File: config.mk
export PLATFORM = sky130hd
export DESIGN_NAME = mf_sqrt
export DESIGN_NICKNAME = d
export VERILOG_FILES = /design/src/mf_pkg.sv /design/src/mf_sqrt.sv
export SDC_FILE = /design/constraint.sdc
export NUM_CORES = 2
export LEC_CHECK = 0
export ABC_AREA = 1
export BUFFER_PORTS_ARGS = -buffer_cell sky130_fd_sc_hd__buf_2
export CORE_MARGIN = 2
export CORE_UTILIZATION = 64
export DETAILED_ROUTE_END_ITERATION = 8
export PLACE_DENSITY = 0.84
export SYNTH_ARGS = -nofsm -noshare
export SYNTH_HDL_FRONTEND = slang
export SYNTH_SLANG_ARGS = --single-unit
File: constraint.sdc
create_clock -name clk -period 2.3 [get_ports clk]
set_input_delay 0.69 -clock clk [delete_from_list [all_inputs] [get_ports clk]]
set_output_delay 0.69 -clock clk [all_outputs]
set_load 0.02 [all_outputs]
File: src/mf_pkg.sv
`timescale 1ns / 1ps
// ----------------------------------------------------------------------------
// mf_pkg: shared widths, constants and types of the moments finalizer
// Field widths of the stream payload and of the internal datapath.
// ----------------------------------------------------------------------------
package mf_pkg;

  localparam int SAMPLE_BITS = 16;
  localparam int COUNT_BITS  = 20;
  localparam int FRAC_BITS   = 8;

  localparam int SUM_W  = SAMPLE_BITS + COUNT_BITS;
  localparam int SQ_W   = 2 * SAMPLE_BITS + COUNT_BITS - 1;
  localparam int CNT_W  = COUNT_BITS + 1;
  localparam int MEAN_W = SAMPLE_BITS + FRAC_BITS;
  localparam int VAR_W  = 2 * SAMPLE_BITS + FRAC_BITS - 1;
  localparam int SIG_W  = SAMPLE_BITS + FRAC_BITS;

  localparam int IN_W  = 112;
  localparam int OUT_W = 112;

  // Datapath widths.
  localparam int PROD_W    = CNT_W + SQ_W;
  localparam int SQ_SPLIT  = 26;
  localparam int ALO_W     = CNT_W + SQ_SPLIT;
  localparam int AHI_W     = CNT_W + SQ_W - SQ_SPLIT;
  localparam int MAG_SPLIT = 18;
  localparam int MHI_W     = SUM_W - MAG_SPLIT;
  localparam int BP_W      = 2 * MAG_SPLIT;
  localparam int X_W       = 88;
  localparam int D_W       = 2 * CNT_W;
  localparam int Q_W       = 2 * SIG_W;
  localparam int XH_W      = X_W - Q_W;
  localparam int REM_W     = SIG_W + 2;

  localparam int PREP_STAGES = 3;
  localparam int DIV_STAGES  = Q_W + 1;
  localparam int SQRT_STAGES = SIG_W;
  localparam int LATENCY     = PREP_STAGES + DIV_STAGES + SQRT_STAGES + 1;

  typedef struct packed {
    logic neg;
    logic has_pts;
    logic var_ok;
  } side_t;

  typedef struct packed {
    logic [MEAN_W-1:0] mean;
    logic [VAR_W-1:0]  variance;
    logic              has_pts;
    logic              var_ok;
  } post_t;

endpackage

File: src/mf_sqrt.sv
`timescale 1ns / 1ps
// ----------------------------------------------------------------------------
// mf_sqrt: pipelined integer square root
// Digit-by-digit method, one root bit per stage, truncated result.
// ----------------------------------------------------------------------------
module mf_sqrt import mf_pkg::*; (
  input  logic             clk,
  input  logic             en,
  input  logic [Q_W-1:0]   radicand,
  output logic [SIG_W-1:0] root
);

  logic [REM_W-1:0] rem  [0:SQRT_STAGES-1];
  logic [SIG_W-1:0] rt   [0:SQRT_STAGES-1];
  logic [Q_W-1:0]   xs   [0:SQRT_STAGES-1];

  for (genvar j = 0; j < SQRT_STAGES; j++) begin : g_step
    logic [REM_W-1:0] rem_in;
    logic [SIG_W-1:0] rt_in;
    logic [Q_W-1:0]   xs_in;
    logic [REM_W+1:0] cur;
    logic [REM_W+1:0] trial;
    logic             ge;
    logic [REM_W+1:0] diff;

    if (j == 0) begin : g_first
      assign rem_in = '0;
      assign rt_in  = '0;
      assign xs_in  = radicand;
    end else begin : g_next
      assign rem_in = rem[j-1];
      assign rt_in  = rt[j-1];
      assign xs_in  = xs[j-1];
    end

    assign cur   = {rem_in, xs_in[Q_W-1:Q_W-2]};
    assign trial = (REM_W+2)'({rt_in, 2'b01});
    assign ge    = cur >= trial;
    assign diff  = cur - trial;

    always_ff @(posedge clk) begin
      if (en) begin
        rem[j] <= ge ? diff[REM_W-1:0] : cur[REM_W-1:0];
        rt[j]  <= {rt_in[SIG_W-2:0], ge};
        xs[j]  <= {xs_in[Q_W-3:0], 2'b00};
      end
    end
  end

  assign root = rt[SQRT_STAGES-1];

endmodule

==> impl.org <==
** Outcome
- The flow ran to the end, but the final reports show violations.
- Failing checks :: negative setup slack

** Clock network
- In this run the clock root is driven by a clkbuf_16.
- Clock-pin slew was measured on the worst setup and hold paths at 0.06 ns.
- Number of sinks handled by clock tree synthesis :: 1,415
- Clock Tree Buf Depth :: 3
- The clock tree synthesis step divided the H-tree into 4 levels.
- TritonCTS built the clock tree.
- The clock reaches the later pin of the worst-skew pair after 0.80 ns.
- Num CTS Buffers :: 150

** Global routing
- Overall Global Routing Usage :: 33.0%
- Entering global routing, the biggest net connects 76 pins.
- The number of global-route vias before repair came to 59.3k.
- The first global-routing pass estimated 317,000 um of wire.
- Antenna violations before repair :: 5
- Summed over all layers, the global routing overflow is 0.

** Logic synthesis
- Mean instance size in the synthesized netlist :: 8.86 um2
- Register area share after synthesis :: 54.9%
- Syn_nets :: 9,112
- Counting flops with an async set or reset pin after synthesis yields a share of 0%.
- Synthesis produced a netlist whose cell count is 8,736.
- Summed over its instances, the top area cell type makes up 54.9% of the synthesized netlist area.
- Flop and latch count out of synthesis :: 1,415
- Library cell occupying the most area in the post-synthesis netlist :: edfxtp_1
- Commonest register cell after synthesis :: edfxtp_1
- Post-Syn Area :: 0.0774 mm2
- Counting flops with a built-in enable in the synthesized netlist gives 1,415.
- Synth warn :: 0
- Number of library cell types mapped by synthesis :: 49
- Sorting the synthesized cells by area gives the leading types as edfxtp_1, nand2_1, inv_1.

** Power and ir drop
- The internal portion of the total power is 53.2 mW.
- Of the total power, registers draw 44.0%.
- The clock network burns 32.8% of the power.
- Switching Fraction :: 30.6%
- Comb power frac :: 23.2%
- Switching pwr :: 23.4 mW
- Dividing total power by cell area gives a power density of 827 mW/mm2.
- Static leakage :: 41.4 nW
- Peak supply drop :: 0.855 mV

** Cells and area
- Area used by multi-input combinational logic :: 0.0310 mm2
- Area added between synthesis and finish :: 19.7%
- In the final layout, flip-flops and latches occupy 0.0425 mm2.
- At the end of the flow, the number of nets in the layout was 9,924.
- Filler Cells Inserted :: 7,954
- Non-filler instance count after layout :: 11.3k
- Once layout is done, the placed cells without fillers occupy 0.0926 mm2.
- In the final layout, the share of cells above drive strength 1 is 16.3%.

** STA
- Clock tree skew after final layout :: 0.0307 ns
- Setup slack on the critical path of the routed design comes to -0.191 ns.
- The number of hold violations in the final report came to 0.
- Max-slew violation count :: 0
- Setup-violating endpoint count in the final report :: 45
- The worst pin sits at a relative slew slack of 55.6%.
- After layout, the minimum clock period comes to 2.49 ns.
- Final hold analysis gives a worst-case slack of 0.0695 ns.
- Worst slew pin tran :: 0.660 ns
- Period utilisation layout :: 108%
- Final setup TNS :: -3.35 ns
- Setup repair after global routing could not meet its margin everywhere.
- Based on the critical path, the design can be clocked at up to 401 MHz.

** Worst setup path
- Most frequent cell on the critical path :: nand2_1
- Required time worst endpoint :: 2.82 ns
- Counting both buffers and inverters, the worst setup path holds a total of 3.
- Type of destination of the critical path :: flop
- The critical path in this run is classified as reg -> reg.
- Of all nets on the critical path, the largest fanout is 3.
- The critical path crosses 13 cells after its start point.
- The signal on the critical path passes through ha_4 -> buf_4 -> nand2_1 -> nand2_1 -> inv_1 -> nand2_1 -> inv_1 -> nand2_1 -> nand2_1 -> nand3_1 -> nand2_1 -> nand3_1 -> nand2_1.
- Worst-case reg-to-reg path depth :: 13
- Startpoint types :: flop
- Slowest library cell on the worst path :: edfxtp_1
- Arr. time, crit path :: 3.01 ns
- In this design, the largest share of critical-path delay is due to simple AND/OR/NAND/NOR gates.
- Longest individual stage delay on the worst path :: 0.60 ns

** Floorplan
- Number of I/O pins :: 74
- The floorplan has 127 rows.
- Initial Util :: 64.5%
- The floorplan step set the die height to 352 um.
- The total area inside the core boundary comes to 0.120 mm2.
- X dimension of the die :: 352 um
- The die covers 0.124 mm2.

** Routing
- The routed design has 215,000 um of wire.
- In this run, the number of DRC markers left after iteration 0 of detailed routing was 7,408.
- The detailed router placed 63.4k vias in this run.
- Remaining routing DRC violations :: 0
- Post-detailed-route count of antenna-violating nets :: 0
- Dividing the detail-routed wire length by the instance count gives 19.0 um.
- After detailed routing, the number of vias per cell comes to 5.62.
- Router iterations before antenna repair :: 7

** Placement
- Post-DP HPWL :: 153,000 um
- Summing all placed instances gives a cell area of 0.0833 mm2.
- Routability cong. :: 0.999
- Prior to clock tree synthesis, the placed netlist has a worst setup slack of -0.117 ns.
- After detailed placement, the design holds a cell count of 10.8k.
- Port buffering added 73 buffers.

** Min path
- Hold path depth :: 1
- Hold WC Path Type :: in -> reg

** Job
- Max-cap violations :: 0
cells by family after synthesis:
logic type	after synthesis	synth area share (%)
adders and majority gates	326	5.27
xor gates and xnor gates	229	2.59
AOI/OAI and AO/OA	663	4.74
and+or+nand+nor	4485	24.1
DFF	1415	54.9
buffers and inverters	1617	8.36
other	1	0.00485
path summary, 6_finish.rpt:
check,from,end,slack (ns)
max,rem[2][88],rem[2][125],-0.19
max reg2reg,rem[2][88],rem[2][125],-0.19
min,radicand[41],xs[0][41],0.07
min reg2reg,xs[0][272],xs[0][320],0.41
layout make-up:
type,count,area share (%)
repair inverters,2,0.0216
clock inverters,99,1.28
clock buffers,169,4.15
flip-flops and latches,1415,45.9
diodes,4,0.0108
well taps,1612,2.18
repair buffers,727,6.65
inverters,1548,6.33
multi-input cells,5704,33.5
metrics by stage:
| step | power (mW) | util, % |
|---|---|---|
| floorplan | 43.3 | - |
| global placement | 49.1 | 69.4 |
| detailed placement | 49.6 | 69.4 |
| CTS | 74.7 | 74.0 |
| global route | 79.7 | 77.2 |
| finish | 76.6 | 77.2 |
timing repair:
action,4_1_cts,5_1_grt
cloned,1,10
hold buffers,0,0
endpoints found under the setup margin,121,490
setup buffers,8,161
resized for setup,50,503
pin swaps,4,80
placed cells by master, fill, tap and decap left out, types with 17 or more instances in the layout:
master     Yosys  layout
a21oi_1      322     274
a21oi_2       17      59
buf_12         0      52
buf_2          9      72
buf_4         15     576
buf_6         42      17
bufinv_16      0      23
clkbuf_1       1      18
clkbuf_16      0     158
clkinv_1       0      26
clkinv_2       0      21
edfxtp_1    1415    1415
ha_1         326     177
ha_2           0      30
ha_4           0     119
inv_1       1530    1506
inv_2         15      32
nand2_1     2815    2721
nand2_2       28     112
nand3_1      506     490
nand3_2        9      22
nand3b_1      67      67
nand4_1      144     144
nor2_1       743     670
nor2_2        27      80
nor2_4        12      32
nor3_1        77      72
o21ai_0      187     163
o21ai_1       49      58
o21ai_2       50      64
xnor2_1      115     114
xor2_1       114     113
synth_stat cells (all sizes together) (9+ instances only):
| library cell | number |
|---|---|
| a21oi | 339 |
| and3 | 9 |
| buf | 67 |
| edfxtp | 1415 |
| ha | 326 |
| inv | 1548 |
| nand2 | 2845 |
| nand3 | 517 |
| nand3b | 67 |
| nand4 | 145 |
| nor2 | 782 |
| nor3 | 78 |
| nor4 | 10 |
| o21ai | 286 |
| o21bai | 15 |
| or2 | 17 |
| xnor2 | 115 |
| xor2 | 114 |
power groups by stage:
stage          combinational [mW]  clock (mW)  sequential [mW]
2_1_floorplan                10.2           0             33.1
3_3_place_gp                 15.2           0             33.9
3_5_place_dp                 15.5           0             34.0
4_1_cts                      15.8        25.3             33.6
5_1_grt                      19.6        26.3             33.9
6_report                     17.8        25.1             33.7
routing by layer:
metal,vias to the layer above,global-route usage (%),share of wire (%)
met5,-,0,0
met4,0,14.2,4.8
met3,728,4.58,8.1
met2,3197,54.9,48
met1,29500,43.4,40
li1,30000,-,-
registers in the layout, indices dropped and copies added, names as in the netlist:
| name | cells |
|---|---|
| rt | 300 |
| rem | 563 |
| xs | 552 |
(Power assumes the default switching activity.)
